### config.mk
export PLATFORM = sky130hd
export DESIGN_NAME = sorted_priority_queue_core
export DESIGN_NICKNAME = d
export VERILOG_FILES = /design/src/hdl/spq_pkg.sv /design/src/hdl/spq_cell.sv /design/src/hdl/sorted_priority_queue_core.sv
export SDC_FILE = /design/constraint.sdc
export NUM_CORES = 2
export LEC_CHECK = 0
export ABC_AREA = 1
export BUFFER_PORTS_ARGS = -buffer_cell sky130_fd_sc_hd__buf_2
export CORE_UTILIZATION = 50
export DETAILED_ROUTE_END_ITERATION = 10
export PLACE_DENSITY = 0.73
export SYNTH_ARGS = -nofsm -noshare
export SYNTH_HDL_FRONTEND = slang
export SYNTH_SLANG_ARGS = --single-unit
### constraint.sdc
create_clock -name clk -period 4.3 [get_ports clk]
set_clock_uncertainty 0.05 [all_clocks]
set_input_delay 0.86 -clock clk [delete_from_list [all_inputs] [get_ports clk]]
set_output_delay 0.86 -clock clk [all_outputs]
set_load 0.005 [all_outputs]
### src/hdl/spq_pkg.sv
// Package with the constants, codes and types of the sorted priority queue.
`default_nettype none
package spq_pkg;

    localparam int Capacity = 16;
    localparam int CountW   = $clog2(Capacity + 1);
    localparam int ValueW   = 32;
    localparam int OutCntW  = 5;

    typedef enum logic [1:0] {
        ACT_INSERT = 2'd0,
        ACT_REMOVE = 2'd1,
        ACT_FIND   = 2'd2,
        ACT_NOP    = 2'd3
    } action_t;

    // Broadcast from the top level to every cell.
    typedef struct packed {
        logic                     insert_en;
        logic                     remove_en;
        logic signed [ValueW-1:0] value;
    } cell_ctrl_t;

    // Compare results that each cell reports.
    typedef struct packed {
        logic gt;
        logic match;
    } cell_flags_t;

endpackage
`default_nettype wire

### src/hdl/spq_cell.sv
// One cell of the sorted chain: holds one entry and moves it left or right.
`default_nettype none
module spq_cell (
    input  wire logic                             clk,
    input  wire spq_pkg::cell_ctrl_t              ctrl,
    input  wire logic                             occupied,
    input  wire logic signed [spq_pkg::ValueW-1:0] left_value,
    input  wire logic                             left_gt,
    input  wire logic signed [spq_pkg::ValueW-1:0] right_value,
    output logic signed [spq_pkg::ValueW-1:0]     entry_value,
    output logic signed [spq_pkg::ValueW-1:0]     entry_next,
    output spq_pkg::cell_flags_t                  flags
);

    logic signed [spq_pkg::ValueW-1:0] entry_reg;

    assign entry_value = entry_reg;
    assign flags.gt    = occupied && (entry_reg > ctrl.value);
    assign flags.match = occupied && (entry_reg == ctrl.value);

    // Cells holding larger values stay; the first other cell takes the new
    // value on insert, and the rest shift towards the tail or the head.
    always_comb
    begin
        entry_next = entry_reg;
        if (ctrl.insert_en && !flags.gt)
        begin
            entry_next = left_gt ? ctrl.value : left_value;
        end
        else if (ctrl.remove_en && !flags.gt)
        begin
            entry_next = right_value;
        end
    end

    always_ff @(posedge clk)
    begin
        entry_reg <= entry_next;
    end

endmodule
`default_nettype wire

### src/hdl/sorted_priority_queue_core.sv
// A result appears in the output register in the cycle after its transaction is accepted.
// Throughput: one transaction per cycle; every cell compares against the broadcast value and
// the whole chain shifts in that same cycle. While a result waits unclaimed the input stalls;
// the next transaction goes in at the edge where the waiting result is taken. Reset clears the
// entry count and the output valid; cell contents are not reset, since only entries below the
// count are ever read.
`default_nettype none
module sorted_priority_queue_core (
    input  wire logic                             clk,
    input  wire logic                             rst_n,
    input  wire logic                             in_valid,
    output logic                                  in_ready,
    input  wire logic [1:0]                       action,
    input  wire logic signed [spq_pkg::ValueW-1:0] value,
    output logic                                  out_valid,
    input  wire logic                             out_ready,
    output logic                                  op_ok,
    output logic signed [spq_pkg::ValueW-1:0]     head_value,
    output logic                                  queue_empty,
    output logic [spq_pkg::OutCntW-1:0]           entry_count,
    output logic                                  queue_full
);

    // Number of valid entries; cells at or beyond it hold stale data.
    logic [spq_pkg::CountW-1:0] count_reg;
    logic [spq_pkg::CountW-1:0] count_next;

    logic                              out_valid_reg;
    logic                              op_ok_reg;
    logic signed [spq_pkg::ValueW-1:0] head_reg;
    logic                              empty_reg;
    logic [spq_pkg::OutCntW-1:0]       count_out_reg;
    logic                              full_reg;

    logic                 accept;
    logic                 found;
    logic                 is_full;
    logic                 ok_next;
    spq_pkg::action_t     act;
    spq_pkg::cell_ctrl_t  ctrl;

    logic        [spq_pkg::Capacity-1:0]  occ;
    logic        [spq_pkg::Capacity-1:0]  gt_vec;
    logic        [spq_pkg::Capacity-1:0]  match_vec;
    spq_pkg::cell_flags_t                 flags   [spq_pkg::Capacity];
    logic signed [spq_pkg::ValueW-1:0]    cur_val [spq_pkg::Capacity];
    logic signed [spq_pkg::ValueW-1:0]    nxt_val [spq_pkg::Capacity];

    // The output register frees up whenever the waiting result is taken.
    assign in_ready = !out_valid_reg || out_ready;
    assign accept   = in_valid && in_ready;
    assign act      = spq_pkg::action_t'(action);
    assign is_full  = (count_reg == spq_pkg::CountW'(spq_pkg::Capacity));
    assign found    = |match_vec;

    // One broadcast word drives the whole chain. A remove only shifts when the value exists.
    always_comb
    begin
        ctrl.value     = value;
        ctrl.insert_en = accept && (act == spq_pkg::ACT_INSERT) && !is_full;
        ctrl.remove_en = accept && (act == spq_pkg::ACT_REMOVE) && found;
    end

    // The chain itself. Entries are kept in descending order, so the cells whose value
    // exceeds the key form a prefix; the boundary of that prefix is where an insert lands
    // and, equally, where the first equal entry sits for a remove.
    for (genvar i = 0; i < spq_pkg::Capacity; i++)
    begin : g_cell
        logic signed [spq_pkg::ValueW-1:0] left_v;
        logic                              left_g;
        logic signed [spq_pkg::ValueW-1:0] right_v;

        assign occ[i]       = (count_reg > spq_pkg::CountW'(i));
        assign gt_vec[i]    = flags[i].gt;
        assign match_vec[i] = flags[i].match;

        if (i == 0)
        begin : g_head
            assign left_v = value;
            assign left_g = 1'b1;
        end
        else
        begin : g_body
            assign left_v = cur_val[i-1];
            assign left_g = gt_vec[i-1];
        end

        if (i == spq_pkg::Capacity - 1)
        begin : g_tail
            assign right_v = cur_val[i];
        end
        else
        begin : g_inner
            assign right_v = cur_val[i+1];
        end

        spq_cell u_cell (
            .clk         (clk),
            .ctrl        (ctrl),
            .occupied    (occ[i]),
            .left_value  (left_v),
            .left_gt     (left_g),
            .right_value (right_v),
            .entry_value (cur_val[i]),
            .entry_next  (nxt_val[i]),
            .flags       (flags[i])
        );
    end

    // Count update and success flag for the transaction being accepted.
    always_comb
    begin
        count_next = count_reg;
        ok_next    = 1'b0;
        case (act)
            spq_pkg::ACT_INSERT:
            begin
                ok_next = !is_full;
                if (ctrl.insert_en)
                begin
                    count_next = count_reg + spq_pkg::CountW'(1);
                end
            end
            spq_pkg::ACT_REMOVE:
            begin
                ok_next = found;
                if (ctrl.remove_en)
                begin
                    count_next = count_reg - spq_pkg::CountW'(1);
                end
            end
            spq_pkg::ACT_FIND:
            begin
                ok_next = found;
            end
            default:
            begin
                ok_next = 1'b0;
            end
        endcase
    end

    always_ff @(posedge clk or negedge rst_n)
    begin
        if (!rst_n)
        begin
            count_reg     <= '0;
            out_valid_reg <= 1'b0;
        end
        else
        begin
            if (accept)
            begin
                count_reg     <= count_next;
                out_valid_reg <= 1'b1;
            end
            else if (out_ready)
            begin
                out_valid_reg <= 1'b0;
            end
        end
    end

    // Result payload describes the store after the operation.
    always_ff @(posedge clk)
    begin
        if (accept)
        begin
            op_ok_reg     <= ok_next;
            head_reg      <= (count_next != '0) ? nxt_val[0] : '0;
            empty_reg     <= (count_next == '0);
            count_out_reg <= spq_pkg::OutCntW'(count_next);
            full_reg      <= (count_next == spq_pkg::CountW'(spq_pkg::Capacity));
        end
    end

    assign out_valid   = out_valid_reg;
    assign op_ok       = op_ok_reg;
    assign head_value  = head_reg;
    assign queue_empty = empty_reg;
    assign entry_count = count_out_reg;
    assign queue_full  = full_reg;

endmodule
`default_nettype wire

==> impl_results.html <==
<table>
<tr><th>Metric</th><th>Value</th></tr>
<tr><th colspan="2">Logic synthesis</th></tr>
<tr><td>Number of enable flip-flop cells after synthesis</td><td>520</td></tr>
<tr><td>Average cell area after synthesis</td><td>between 7 and 8 um2</td></tr>
<tr><td>Proportion of synthesized flip-flops having asynchronous set or reset</td><td>1.08%</td></tr>
<tr><td>Library cells used by synthesis</td><td>48</td></tr>
<tr><td>Synth Register Bits</td><td>~560</td></tr>
<tr><td>Total of warnings raised by yosys</td><td>0</td></tr>
<tr><td>Part of the Yosys area used for sequential elements</td><td>between 40% and 50%</td></tr>
<tr><td>Most used flip-flop cell after synthesis</td><td>edfxtp_1</td></tr>
<tr><td>Mapped Area</td><td>40900 um2</td></tr>
<tr><td>Cells after Synth</td><td>approximately 5.3k</td></tr>
<tr><td>Synthesized Nets</td><td>between 5k and 6k</td></tr>
<tr><th colspan="2">Critical path</th></tr>
<tr><td>Startpoint types</td><td>input pin</td></tr>
<tr><td>Peak per-stage delay on the critical path</td><td>between 0.6 and 0.7 ns</td></tr>
<tr><td>Crit-path most repeated cell</td><td>nand2_1</td></tr>
<tr><td>Class of the most critical setup path</td><td>input pin to flop</td></tr>
<tr><td>Chain of cells forming the critical path</td><td>buf_2, ha_1, nand2_1, nor2_1, nand2_1, nor2_1, nand3_1, nand2_1, nor2_1, nand2_2, o21ai_4, inv_2, buf_4, nand2_2, buf_4, nand2_1, nand3_1, nand2_1, nand2_2, inv_2</td></tr>
<tr><td>Crit path capture type</td><td>flop</td></tr>
<tr><td>Maximum fanout along the worst path</td><td>33</td></tr>
<tr><td>Arrival @ worst endpoint</td><td>approximately 4.2 ns</td></tr>
<tr><td>Buffering stage count on the worst path with inverters included</td><td>5</td></tr>
<tr><td>Slowest cell on the critical path</td><td>buf_2</td></tr>
<tr><td>Top Family by Delay on Critical Path</td><td>simple AND/OR/NAND/NOR gates</td></tr>
<tr><td>Data required time of the worst path</td><td>~4.7 ns</td></tr>
<tr><th colspan="2">Finish</th></tr>
<tr><td>Nets</td><td>5982</td></tr>
<tr><td>Final std cell area, no fill</td><td>46000 um2</td></tr>
<tr><td>End-of-flow core utilization</td><td>57.1%</td></tr>
<tr><td>Signed area change from the synthesized netlist to the final layout</td><td>12.7%</td></tr>
<tr><td>Fraction of layout cells with a size suffix above 1</td><td>just over 8%</td></tr>
<tr><td>Max FFs per register</td><td>approximately 510</td></tr>
<tr><td>Count of filler cells inserted in the layout</td><td>~7.5k</td></tr>
<tr><th colspan="2">Routing</th></tr>
<tr><td>Average wire length per cell after detail routing</td><td>20.9 um</td></tr>
<tr><td>Met3 layer wire length in the routed design</td><td>around 14000 um</td></tr>
<tr><td>Final routed wirelength across all metal layers</td><td>136000 um</td></tr>
<tr><td>Drt drc</td><td>13</td></tr>
<tr><td>Remaining antenna violation count after routing</td><td>0</td></tr>
<tr><td>Number of vias in the routed layout</td><td>38.0k</td></tr>
<tr><td>First-pass DRT Iterations</td><td>8</td></tr>
<tr><td>Routed vias/inst</td><td>5.83</td></tr>
<tr><td>Iteration-0 DRC Markers</td><td>between 4k and 5k</td></tr>
<tr><td>Highest signal layer in the routed design</td><td>met5</td></tr>
<tr><td>Sum of met2 wire segment lengths after detailed routing</td><td>between 60000 and 70000 um</td></tr>
<tr><td>WL met1</td><td>around 54000 um</td></tr>
<tr><th colspan="2">Global route</th></tr>
<tr><td>Pin count of the biggest net entering global routing</td><td>between 60 and 70</td></tr>
<tr><td>Total GRT Usage</td><td>32.5%</td></tr>
<tr><td>Via count of the first global-routing pass</td><td>36.3k</td></tr>
<tr><td>Global-route wire length before repair</td><td>206000 um</td></tr>
<tr><td>Initial antenna violation count</td><td>4</td></tr>
<tr><td>Grt total ovfl</td><td>0</td></tr>
<tr><th colspan="2">Timing</th></tr>
<tr><td>Pins over their slew limit</td><td>0</td></tr>
<tr><td>Setup TNS</td><td>0 ns</td></tr>
<tr><td>Post-route clock period utilization</td><td>roughly nine tenths</td></tr>
<tr><td>Post-route worst setup slack</td><td>roughly 0.46 ns</td></tr>
<tr><td>Relative slew slack</td><td>31.0%</td></tr>
<tr><td>Highest attainable clock frequency</td><td>260 MHz</td></tr>
<tr><td>Final setup vio count</td><td>0</td></tr>
<tr><td>Number of endpoints with negative hold slack in the final report</td><td>0</td></tr>
<tr><td>Minimum clock period</td><td>approximately 3.8 ns</td></tr>
<tr><td>Setup repair after global routing missed its margin</td><td>no</td></tr>
<tr><td>Least-Margin Pin Slew</td><td>between 1 and 1.5 ns</td></tr>
<tr><th colspan="2">Placement</th></tr>
<tr><td>Post-placement worst setup slack</td><td>slightly below 0.009 ns</td></tr>
<tr><td>Port bufs</td><td>between 70 and 80</td></tr>
<tr><td>Global placement routability congestion</td><td>0.978</td></tr>
<tr><td>Post-DP Area</td><td>between 40000 and 50000 um2</td></tr>
<tr><td>Placed wire-length estimate after detailed placement</td><td>101000 um</td></tr>
<tr><th colspan="2">Power</th></tr>
<tr><td>Fraction of power spent switching nets</td><td>between 30% and 40%</td></tr>
<tr><td>Combinational group share of total power</td><td>roughly 32%</td></tr>
<tr><td>Switching power of the nets</td><td>about 0.007 W</td></tr>
<tr><td>Clock Power Share</td><td>30.8%</td></tr>
<tr><td>Maximum vdd ir drop</td><td>around 280 uV</td></tr>
<tr><td>Cell Pwr Density</td><td>between 400 and 500 nW/um2</td></tr>
<tr><td>P_leak</td><td>roughly 21 nW</td></tr>
<tr><td>Internal</td><td>roughly 0.012 W</td></tr>
<tr><td>Register share of total power</td><td>between 30% and 40%</td></tr>
<tr><th colspan="2">Run</th></tr>
<tr><td>Number of maximum-capacitance violations</td><td>0</td></tr>
<tr><th colspan="2">Clock network</th></tr>
<tr><td>Number of buffers inserted by post-CTS setup repair</td><td>0</td></tr>
<tr><td>Clock Root Buffer</td><td>clkbuf_16</td></tr>
<tr><td>TritonCTS clock tree</td><td>done</td></tr>
<tr><td>Count of instances resized after the clock tree is built</td><td>0</td></tr>
<tr><td>CTS HTree Levels</td><td>3</td></tr>
<tr><td>Clock edge transition at the registers on the reported setup and hold paths</td><td>around 0.060 ns</td></tr>
<tr><td>CTS buffer count</td><td>66</td></tr>
<tr><td>Max Buffers Root-to-Sink</td><td>3</td></tr>
<tr><td>Clock sink count</td><td>558</td></tr>
<tr><td>Insertion delay of the later-clocked pin in the worst-skew pair</td><td>roughly 0.64 ns</td></tr>
<tr><td>Number of hold-repair buffers added at the cts stage</td><td>0</td></tr>
<tr><th colspan="2">Floorplan</th></tr>
<tr><td>Count of pins on the block boundary</td><td>80</td></tr>
<tr><td>Total die area</td><td>approximately 83000 um2</td></tr>
<tr><td>Starting density of the core</td><td>between 50% and 60%</td></tr>
<tr><td>Die height</td><td>roughly 290 um</td></tr>
<tr><td>Number of rows in the core area</td><td>roughly 100</td></tr>
<tr><td>Placeable core region</td><td>80700 um2</td></tr>
<tr><td>Die W</td><td>roughly 290 um</td></tr>
<tr><th colspan="2">Min path</th></tr>
<tr><td>Path category of the worst min-delay check</td><td>input pin to async pin</td></tr>
<tr><th colspan="2">Run status</th></tr>
<tr><td>Violations in the final reports</td><td>DRC</td></tr>
<tr><td>Outcome</td><td>complete, but fails checks</td></tr>
</table>
per-stage QoR:
stage / hold WS (ns) / power [W] / cells
finish: 0.0296 / 0.0190 / 6531
global route: 0.0277 / 0.0200 / 6530
CTS: 0.0111 / 0.0189 / 6530
detailed placement: 0.454 / 0.0131 / 6415
global placement: 0.449 / 0.0129 / 6415
floorplan: 0.463 / 0.0112 / 5349
cells in the final DEF, fill, tap and decap left out, types with 7 or more instances in the layout:
master and count:
ha_1 521, inv_2 21, nand4_1 8, edfxtp_1 520, buf_12 67, nor2_1 246
o21a_1 8, a21oi_1 261, clkbuf_16 67, buf_4 97, nor2_2 25, inv_1 241
nand3_1 151, buf_2 79, clkinv_2 12, clkinv_1 10, nor3_1 16, clkbuf_1 10
a21boi_0 19, o21bai_1 8, a211oi_1 7, nand3b_1 8, bufinv_16 7, nand2_2 25
o21ai_0 517, nor2_4 12, o211ai_1 43, nand2_1 2367, dfxtp_1 32, nand3_2 10
worst reg2reg max path: stages, from the launching register on:
cell and delay (ns):
dfrtp_1 0.48, inv_1 0.25, ha_1 0.19, inv_1 0.05
nor2_2 0.13, inv_1 0.07, nor2_1 0.09, nor2_1 0.12
nand3_1 0.14, nand2_1 0.09, nor2_1 0.27, nand2_2 0.14
o21ai_4 0.21, inv_2 0.08, buf_4 0.24, nand2_2 0.14
buf_4 0.24, nand2_1 0.10, nand3_1 0.09, nand2_1 0.09
nand2_2 0.08, inv_2 0.03
worst paths after layout:
kind / cells after the start / endpoint / start / slack, ns
min in group clk: 3 / g_cell[0].u_cell.entry_value[30] / value[30] / 0.43
setup reg to reg: 21 / head_value[17] / count_reg[1] / 0.70
max in group asynchronous: 1 / count_reg[3] / rst_n / 3.99
hold reg to reg: 2 / out_valid / out_valid / 0.46
hold / removal: 1 / count_reg[1] / rst_n / 0.03
setup / recovery: 20 / head_value[17] / value[0] / 0.46
cell type report:
class / instances / area (um2) / area share, %
clock buffers: 83 / 1800 / 3.90
clock inverters: 32 / 378 / 0.821
flip-flops and latches: 558 / 16400 / 35.6
well taps: 1060 / 1330 / 2.88
repair buffers: 243 / 2460 / 5.35
diodes: 1 / 2.50 / 0.00544
inverters: 266 / 1000 / 2.18
multi-input cells: 4288 / 22700 / 49.2
synth_stat cells (6+ instances only):
master / instances / share of area, %
a21oi_1: 261 / 3.2
nand3_1: 159 / 1.9
dfxtp_1: 32 / 1.6
nand3b_1: 8 / 0.15
ha_1: 521 / 16
o21ai_0: 517 / 6.3
nand2_1: 2369 / 22
nor2_2: 12 / 0.18
dfrtp_1: 6 / 0.37
o21a_1: 8 / 0.15
nor2_1: 270 / 2.5
buf_1: 17 / 0.16
inv_2: 21 / 0.19
nand2_2: 23 / 0.35
clkbuf_1: 182 / 1.7
a211oi_1: 7 / 0.13
nor3_1: 16 / 0.20
o211ai_1: 43 / 0.79
edfxtp_1: 520 / 38
buf_2: 33 / 0.40
a21boi_0: 19 / 0.35
nand4_1: 8 / 0.12
inv_1: 241 / 2.2
o21bai_1: 8 / 0.15
power by group through the flow:
stage	registers [W]	clock network [W]	logic [W]
after global placement	0.00715	0	0.00579
final	0.00705	0.00583	0.00608
after detailed placement	0.00714	0	0.00594
after global routing	0.00708	0.00605	0.00688
after floorplan	0.00695	0	0.00426
after CTS	0.00703	0.00586	0.00598
cell families after synthesis:
family                     share of synthesized area (%)
xor gates and xnor gates                          0.0643
buffers and inverters                               4.83
AOI/OAI and AO/OA                                   11.5
adders and majority gates                           16.0
DFF                                                 40.2
and+or+nand+nor                                     27.5
routing by layer:
| layer | global-route usage, % | vias to the layer above |
|---|---|---|
| met1 | 42.4 | 17800 |
| met2 | 52.4 | 1844 |
| met5 | 0 | - |
| li1 | - | 18100 |
| met3 | 6.16 | 372 |
| met4 | 14.5 | 4 |
No activity file was read; power rests on OpenSTA's default activity.
